`src/sv/rsapg_pkg.sv`:
```
// Shared constants and controller/datapath interface types for the private exponent generator.
package rsapg_pkg;

  localparam int PRIME_BITS = 16;
  localparam int WORD_BITS  = 32;
  localparam int COEF_BITS  = WORD_BITS + 2;
  localparam logic [WORD_BITS-1:0] MIN_EXPONENT = 32'd3;

  typedef enum logic [3:0] {
    OP_NONE,
    OP_LOAD,
    OP_DIV,
    OP_GCD_STEP,
    OP_LCM_DIV,
    OP_LCM_MUL,
    OP_MOD_START,
    OP_INV_SET,
    OP_INV_MUL,
    OP_INV_SUB,
    OP_FINISH
  } dp_op_t;

  typedef struct packed {
    dp_op_t op;
  } dp_cmd_t;

  typedef struct packed {
    logic div_done;
    logic y_zero;
    logic prime_small;
    logic range_ok;
  } dp_status_t;

endpackage

```
`src/sv/rsapg_divider.sv`:
```
// Restoring divider, one quotient bit per cycle.
module rsapg_divider (
  input  logic                           clk,
  input  logic                           rst,
  input  logic                           start,
  input  logic [rsapg_pkg::WORD_BITS-1:0] dividend,
  input  logic [rsapg_pkg::WORD_BITS-1:0] divisor,
  output logic                           done,
  output logic [rsapg_pkg::WORD_BITS-1:0] quotient,
  output logic [rsapg_pkg::WORD_BITS-1:0] remainder
);
  import rsapg_pkg::*;

  localparam int CNT_BITS = $clog2(WORD_BITS);

  logic                 busy;
  logic [CNT_BITS-1:0]  cnt;
  logic [WORD_BITS-1:0] dvs;
  logic [WORD_BITS:0]   shifted;
  logic [WORD_BITS:0]   diff;

  assign shifted = {remainder, quotient[WORD_BITS-1]};
  assign diff    = shifted - {1'b0, dvs};

  always_ff @(posedge clk) begin
    if (rst) begin
      busy <= 1'b0;
      done <= 1'b0;
      cnt  <= '0;
    end else begin
      done <= 1'b0;
      if (start) begin
        busy <= 1'b1;
        cnt  <= '0;
      end else if (busy) begin
        cnt <= cnt + 1'b1;
        if (cnt == CNT_BITS'(WORD_BITS - 1)) begin
          busy <= 1'b0;
          done <= 1'b1;
        end
      end
    end
  end

  always_ff @(posedge clk) begin
    if (start) begin
      dvs       <= divisor;
      quotient  <= dividend;
      remainder <= '0;
    end else if (busy) begin
      if (!diff[WORD_BITS]) begin
        remainder <= diff[WORD_BITS-1:0];
        quotient  <= {quotient[WORD_BITS-2:0], 1'b1};
      end else begin
        remainder <= shifted[WORD_BITS-1:0];
        quotient  <= {quotient[WORD_BITS-2:0], 1'b0};
      end
    end
  end

endmodule

```
`src/sv/rsapg_datapath.sv`:
```
// Datapath: operand registers, Euclid coefficient registers, multipliers and shared divider.
module rsapg_datapath (
  input  logic                            clk,
  input  logic                            rst,
  input  rsapg_pkg::dp_cmd_t              cmd,
  output rsapg_pkg::dp_status_t           status,
  input  logic [rsapg_pkg::WORD_BITS-1:0]  public_exponent,
  input  logic [rsapg_pkg::PRIME_BITS-1:0] prime_one,
  input  logic [rsapg_pkg::PRIME_BITS-1:0] prime_two,
  output logic [rsapg_pkg::WORD_BITS-1:0]  modulus,
  output logic [rsapg_pkg::WORD_BITS-1:0]  carmichael_value,
  output logic [rsapg_pkg::WORD_BITS-1:0]  private_exponent,
  output logic                            key_valid
);
  import rsapg_pkg::*;

  logic [WORD_BITS-1:0]  ereg;
  logic [PRIME_BITS-1:0] a;
  logic [PRIME_BITS-1:0] b;
  logic                  prime_small;
  logic [WORD_BITS-1:0]  x;
  logic [WORD_BITS-1:0]  y;
  logic signed [COEF_BITS-1:0] t;
  logic signed [COEF_BITS-1:0] nt;
  logic signed [COEF_BITS-1:0] prod;
  logic signed [COEF_BITS-1:0] t_fix;
  logic signed [WORD_BITS+COEF_BITS:0] prod_full;
  logic [2*PRIME_BITS-1:0] n_full;
  logic [2*PRIME_BITS-1:0] lcm_full;

  logic                 div_start;
  logic [WORD_BITS-1:0] div_a;
  logic [WORD_BITS-1:0] div_b;
  logic                 div_done;
  logic [WORD_BITS-1:0] quo;
  logic [WORD_BITS-1:0] rem;

  rsapg_divider u_div (
    .clk       (clk),
    .rst       (rst),
    .start     (div_start),
    .dividend  (div_a),
    .divisor   (div_b),
    .done      (div_done),
    .quotient  (quo),
    .remainder (rem)
  );

  always_comb begin
    div_start = 1'b0;
    div_a     = x;
    div_b     = y;
    case (cmd.op)
      OP_DIV: div_start = 1'b1;
      OP_LCM_DIV: begin
        div_start = 1'b1;
        div_a     = WORD_BITS'(a);
        div_b     = x;
      end
      OP_MOD_START: begin
        div_start = 1'b1;
        div_a     = ereg;
        div_b     = carmichael_value;
      end
      default: div_start = 1'b0;
    endcase
  end

  assign n_full    = prime_one * prime_two;
  assign lcm_full  = quo[PRIME_BITS-1:0] * b;
  assign prod_full = $signed({1'b0, quo}) * nt;
  assign t_fix     = (t < 0) ? t + $signed(COEF_BITS'(carmichael_value)) : t;

  assign status.div_done    = div_done;
  assign status.y_zero      = (y == '0);
  assign status.prime_small = prime_small;
  assign status.range_ok    = (ereg >= MIN_EXPONENT) && (ereg < modulus);

  always_ff @(posedge clk) begin
    case (cmd.op)
      OP_LOAD: begin
        ereg             <= public_exponent;
        a                <= prime_one - 1'b1;
        b                <= prime_two - 1'b1;
        prime_small      <= (prime_one < PRIME_BITS'(2)) || (prime_two < PRIME_BITS'(2));
        modulus          <= WORD_BITS'(n_full);
        x                <= WORD_BITS'(prime_one - 1'b1);
        y                <= WORD_BITS'(prime_two - 1'b1);
        carmichael_value <= '0;
        private_exponent <= '0;
        key_valid        <= 1'b0;
      end
      OP_GCD_STEP: begin
        x <= y;
        y <= rem;
      end
      OP_LCM_MUL: carmichael_value <= WORD_BITS'(lcm_full);
      OP_INV_SET: begin
        x  <= carmichael_value;
        y  <= rem;
        t  <= '0;
        nt <= COEF_BITS'(1);
      end
      OP_INV_MUL: begin
        prod <= prod_full[COEF_BITS-1:0];
        x    <= y;
        y    <= rem;
      end
      OP_INV_SUB: begin
        t  <= nt;
        nt <= t - prod;
      end
      OP_FINISH: begin
        // gcd(e, lambda) ends up in x
        if (x == WORD_BITS'(1)) begin
          key_valid        <= 1'b1;
          private_exponent <= t_fix[WORD_BITS-1:0];
        end
      end
      default: ;
    endcase
  end

endmodule

```
`src/sv/rsapg_ctrl.sv`:
```
// Controller state machine sequencing the gcd, lcm, range check and inverse.
module rsapg_ctrl (
  input  logic                  clk,
  input  logic                  rst,
  input  logic                  in_valid,
  output logic                  in_ready,
  output logic                  out_valid,
  input  logic                  out_ready,
  input  rsapg_pkg::dp_status_t status,
  output rsapg_pkg::dp_cmd_t    cmd
);
  import rsapg_pkg::*;

  typedef enum logic [10:0] {
    S_IDLE   = 11'b00000000001,
    S_CHECK  = 11'b00000000010,
    S_G_TEST = 11'b00000000100,
    S_G_WAIT = 11'b00000001000,
    S_L_WAIT = 11'b00000010000,
    S_RANGE  = 11'b00000100000,
    S_M_WAIT = 11'b00001000000,
    S_I_TEST = 11'b00010000000,
    S_I_WAIT = 11'b00100000000,
    S_I_SUB  = 11'b01000000000,
    S_DONE   = 11'b10000000000
  } state_t;

  state_t state;
  state_t state_next;

  assign in_ready  = (state == S_IDLE);
  assign out_valid = (state == S_DONE);

  always_comb begin
    state_next = state;
    cmd.op     = OP_NONE;
    case (state)
      S_IDLE: begin
        if (in_valid) begin
          cmd.op     = OP_LOAD;
          state_next = S_CHECK;
        end
      end
      S_CHECK: state_next = status.prime_small ? S_DONE : S_G_TEST;
      S_G_TEST: begin
        if (status.y_zero) begin
          cmd.op     = OP_LCM_DIV;
          state_next = S_L_WAIT;
        end else begin
          cmd.op     = OP_DIV;
          state_next = S_G_WAIT;
        end
      end
      S_G_WAIT: begin
        if (status.div_done) begin
          cmd.op     = OP_GCD_STEP;
          state_next = S_G_TEST;
        end
      end
      S_L_WAIT: begin
        if (status.div_done) begin
          cmd.op     = OP_LCM_MUL;
          state_next = S_RANGE;
        end
      end
      S_RANGE: begin
        if (status.range_ok) begin
          cmd.op     = OP_MOD_START;
          state_next = S_M_WAIT;
        end else begin
          state_next = S_DONE;
        end
      end
      S_M_WAIT: begin
        if (status.div_done) begin
          cmd.op     = OP_INV_SET;
          state_next = S_I_TEST;
        end
      end
      S_I_TEST: begin
        if (status.y_zero) begin
          cmd.op     = OP_FINISH;
          state_next = S_DONE;
        end else begin
          cmd.op     = OP_DIV;
          state_next = S_I_WAIT;
        end
      end
      S_I_WAIT: begin
        if (status.div_done) begin
          cmd.op     = OP_INV_MUL;
          state_next = S_I_SUB;
        end
      end
      S_I_SUB: begin
        cmd.op     = OP_INV_SUB;
        state_next = S_I_TEST;
      end
      S_DONE: begin
        if (out_ready) state_next = S_IDLE;
      end
      default: state_next = S_IDLE;
    endcase
  end

  always_ff @(posedge clk) begin
    if (rst) begin
      state <= S_IDLE;
    end else begin
      state <= state_next;
    end
  end

endmodule

```
`src/sv/rsa_private_exponent_gen.sv`:
```
// From input accept, the result waits on the Euclid steps for gcd(p-1,q-1), the lcm divide,
// the range check, the e mod lambda divide and the Euclid steps for the inverse; each divide
// waits on the shared restoring divider. A prime below two or an exponent out of range
// skips ahead to the result.
// One transaction at a time: a new one is taken in the cycle after the result has been taken.
// Synchronous reset returns the controller to idle; data registers are not cleared.
module rsa_private_exponent_gen (
  input  logic                            clk,
  input  logic                            rst,
  input  logic                            in_valid,
  output logic                            in_ready,
  input  logic [rsapg_pkg::WORD_BITS-1:0]  public_exponent,
  input  logic [rsapg_pkg::PRIME_BITS-1:0] prime_one,
  input  logic [rsapg_pkg::PRIME_BITS-1:0] prime_two,
  output logic                            out_valid,
  input  logic                            out_ready,
  output logic [rsapg_pkg::WORD_BITS-1:0]  modulus,
  output logic [rsapg_pkg::WORD_BITS-1:0]  carmichael_value,
  output logic [rsapg_pkg::WORD_BITS-1:0]  private_exponent,
  output logic                            key_valid
);
  import rsapg_pkg::*;

  dp_cmd_t    cmd;
  dp_status_t status;

  rsapg_ctrl u_ctrl (
    .clk       (clk),
    .rst       (rst),
    .in_valid  (in_valid),
    .in_ready  (in_ready),
    .out_valid (out_valid),
    .out_ready (out_ready),
    .status    (status),
    .cmd       (cmd)
  );

  rsapg_datapath u_dp (
    .clk              (clk),
    .rst              (rst),
    .cmd              (cmd),
    .status           (status),
    .public_exponent  (public_exponent),
    .prime_one        (prime_one),
    .prime_two        (prime_two),
    .modulus          (modulus),
    .carmichael_value (carmichael_value),
    .private_exponent (private_exponent),
    .key_valid        (key_valid)
  );

endmodule
```
`config.mk`:
```
export PLATFORM = sky130hd
export DESIGN_NAME = rsa_private_exponent_gen
export DESIGN_NICKNAME = d
export VERILOG_FILES = /design/src/sv/rsapg_pkg.sv /design/src/sv/rsapg_divider.sv /design/src/sv/rsapg_datapath.sv /design/src/sv/rsapg_ctrl.sv /design/src/sv/rsa_private_exponent_gen.sv
export SDC_FILE = /design/constraint.sdc
export NUM_CORES = 2
export LEC_CHECK = 0
export BUFFER_PORTS_ARGS = -buffer_cell sky130_fd_sc_hd__buf_2
export CAP_MARGIN = 20
export CORE_ASPECT_RATIO = 1.4
export CORE_UTILIZATION = 25
export DETAILED_ROUTE_END_ITERATION = 16
export PLACE_DENSITY = 0.38
export RECOVER_POWER = 50
export SLEW_MARGIN = 0
export SYNTH_ARGS = -nofsm -noshare
export SYNTH_HDL_FRONTEND = slang
export SYNTH_SLANG_ARGS = --single-unit
export TNS_END_PERCENT = 1
```
`constraint.sdc`:
```
create_clock -name clk -period 10.13 [get_ports clk]
set_input_delay 2.026 -clock clk [delete_from_list [all_inputs] [get_ports clk]]
set_output_delay 2.026 -clock clk [all_outputs]
set_load 0.05 [all_outputs]
```
==> impl_metrics.yaml <==
global_routing:
  grt_usage_pct: 18.8
  grt_pass1_wl_um: 321000
  grt_pass1_vias: 46900
  grt_max_degree: 70
  antenna_found_initial: 20
  gr-total-overflow: 0
cts:
  path_clk_slew_ns: 0.06
  cts_tree: "yes"
  clk_root_buffer_cell: "clkbuf_16"
  post_cts.repair.setup_buffers: 0
  clockBufferDepth: 3
  h-tree-depth: 2
  cts_buffers: 56
  insertion_delay_ns: 0.70
  cts_resized: 0
  cts.sinks: 442
  hold_buffers: 0
routing:
  routedWlPerCell_um: 23.5
  wirelength_um: 219000
  vias: 43000
  dr.pass1.iters: 12
  drc: 16
  viasPerCell: 4.61
  final_antenna_net_count: 0
  drt_iter0_drc: 2218
place:
  numPortBuffers: 166
  place_area_um2: 62700
  gp_congestion: 0.880
  place_ws_ns: 1.47
  dpl.hpwl_um: 176000
power_and_ir_drop:
  vdd_drop_max_uv: 383
  power.leakage_nw: 29.8
  pwr_density_cell_nw_per_um2: 220
hold_path:
  whs_path_depth: 2
  hold_class: "reg -> reg"
  hp-start: "u_dp.u_div.cnt[4]"
  hold_end: "u_dp.u_div.cnt[4]"
setup_path:
  cp_max_fo: 19
  crit_path_start_kind: "input pin"
  crit_type: "in -> reg"
  startpoint: "prime_one[5]"
  r2r_start: "u_dp.u_div.quotient[1]"
  r2r_end: "u_dp.prod[33]"
  r2r_cells: 26
  rrSetupSlack_ns: 1.88
  cp.arrival_ns: 8.73
  cp.required_ns: 10.57
  end_kind: "flop"
logic_synthesis:
  yosysWarnings: 0
  ys_seq_area_share_pct: 22.0
  syn_nets: 7558
  async_reset_ff_share_pct: 0
  synth_edf_count: 392
  synth_area_um2: 58100
  ys_dominant_reg_cell: "edfxtp_1"
  synth_cell_types: 83
  syn_avg_cell_area_um2: 9.43
  ys_seq_elements: 442
  synth_cells: 6166
status:
  failed_checks: "DRC, capacitance limit, slew limit"
  status: "finished with violations"
timing:
  report.final.setup_viol: 0
  max_clock_freq_ghz: 0.121
  fin_skew_ns: 0.0705
  setup_ws_ns: 1.84
  finalCritPeriodShare_pct: 81.8
  tightest_slew_ns: 3.68
  rsz0062_at_grt: "no"
  slew_headroom_pct: -146
  hold_violations: 0
  setup-tns-final_ns: 0
  period_needed_ns: 8.29
  slew_violations: 431
final_layout:
  layout-drive-gt1-share_pct: 4.91
  final_area_um2: 64400
  fin_nets: 7605
  final_common_cell: "inv_1"
  fillCellCount: 24800
  area_growth_pct: 10.8
  multi_input_area_um2: 40000
  final_cell_mix: "inv_1, fa_1, nand2_1, and2_1, ha_1"
  top_regs: "u_dp.nt: 34 flops, u_dp.prod: 34 flops, u_dp.t: 34 flops"
  regArea_um2: 12800
die:
  die_h_um: 572
  start_util_pct: 25.1
  dieArea_um2: 234000
  io_pins: 167
  core_um2: 231000
  row_count: 209
  die_x_um: 409
job:
  maxCapViolations: 12
[critical path: stages]
cell	delay [ns]
clkbuf_1	0.78
nand2_1	0.16
fa_1	0.53
inv_1	0.05
fa_1	0.53
inv_1	0.06
fa_1	0.53
inv_1	0.05
fa_1	0.48
inv_1	0.06
fa_1	0.47
inv_1	0.05
fa_1	0.44
ha_1	0.35
a21oi_1	0.23
o221ai_1	0.15
a21oi_1	0.14
nand2b_1	0.14
o211a_1	0.37
o21ai_0	0.21
o41ai_1	0.49
o21ai_0	0.16
a21oi_1	0.20
xnor2_1	0.08
[area by class of cell]
cell class,count,area share (%)
well taps,3059,5.95
flip-flops and latches,442,19.8
clock inverters,34,0.579
repair buffers,277,2.49
inverters,1153,6.72
clock buffers,69,2.33
diodes,3,0.0117
multi-input cells,4283,62.1
[how the worst max path moves through the flow]
stage | endpoint | slack, ns | cells past startpoint
after floorplan | u_dp.modulus[31] | 2.14 | 25
after global placement | u_dp.modulus[31] | 1.46 | 24
after detailed placement | u_dp.modulus[31] | 1.47 | 24
after CTS | u_dp.prod[33] | 1.73 | 25
after global routing | u_dp.prod[33] | 1.32 | 26
final | u_dp.modulus[31] | 1.84 | 24
[cells by family after synthesis]
kind of cell             count (synthesis)  synth area share, %
flip-flops                             442                 22.0
multiplexers                            72                 1.26
AND/OR/NAND/NOR                       1944                 16.2
buffers and inverters                 1441                 9.36
adder cells (fa/ha/maj)               1324                 39.6
AO/OA/AOI/OAI                          689                 7.75
XOR/XNOR                               254                 3.83
[synth_stat cells, types with 103 or more instances]
| cell | count | area share, % |
|---|---|---|
| inv_1 | 1153 | 7.4 |
| fa_1 | 859 | 30 |
| nand2_1 | 856 | 5.5 |
| and2_1 | 549 | 5.9 |
| ha_1 | 465 | 10 |
| edfxtp_1 | 392 | 20 |
| clkbuf_1 | 262 | 1.7 |
| nor2_1 | 235 | 1.5 |
| a21oi_1 | 199 | 1.7 |
| xnor2_1 | 164 | 2.5 |
| o21ai_0 | 132 | 1.1 |
| a21o_1 | 103 | 1.3 |
[power by group]
group	internal, mW	switching, mW
clock	1.20	0.904
combinational	3.15	6.24
sequential	2.38	0.284
[per-stage QoR]
stage | std cells | utilization, % | total power, mW | hold slack (ns)
2_1_floorplan | 6166 | - | 8.15 | 0.467
3_3_place_gp | 9210 | 27.1 | 12.2 | 0.492
3_5_place_dp | 9212 | 27.1 | 12.2 | 0.496
4_1_cts | 9315 | 27.9 | 14.4 | 0.512
5_1_grt | 9318 | 27.8 | 15.2 | 0.543
6_report | 9320 | 27.8 | 14.2 | 0.505
[routing by layer]
layer	vias up	track usage (%)	share of wire (%)	wire, µm
met5	-	0	0	0
met4	0	8.85	5.4	11800
met3	315	1.49	2.9	6390
met2	885	36.1	54	118000
met1	22300	20.6	38	83100
li1	19500	-	-	-
No activity file was read; power rests on OpenSTA's default activity.
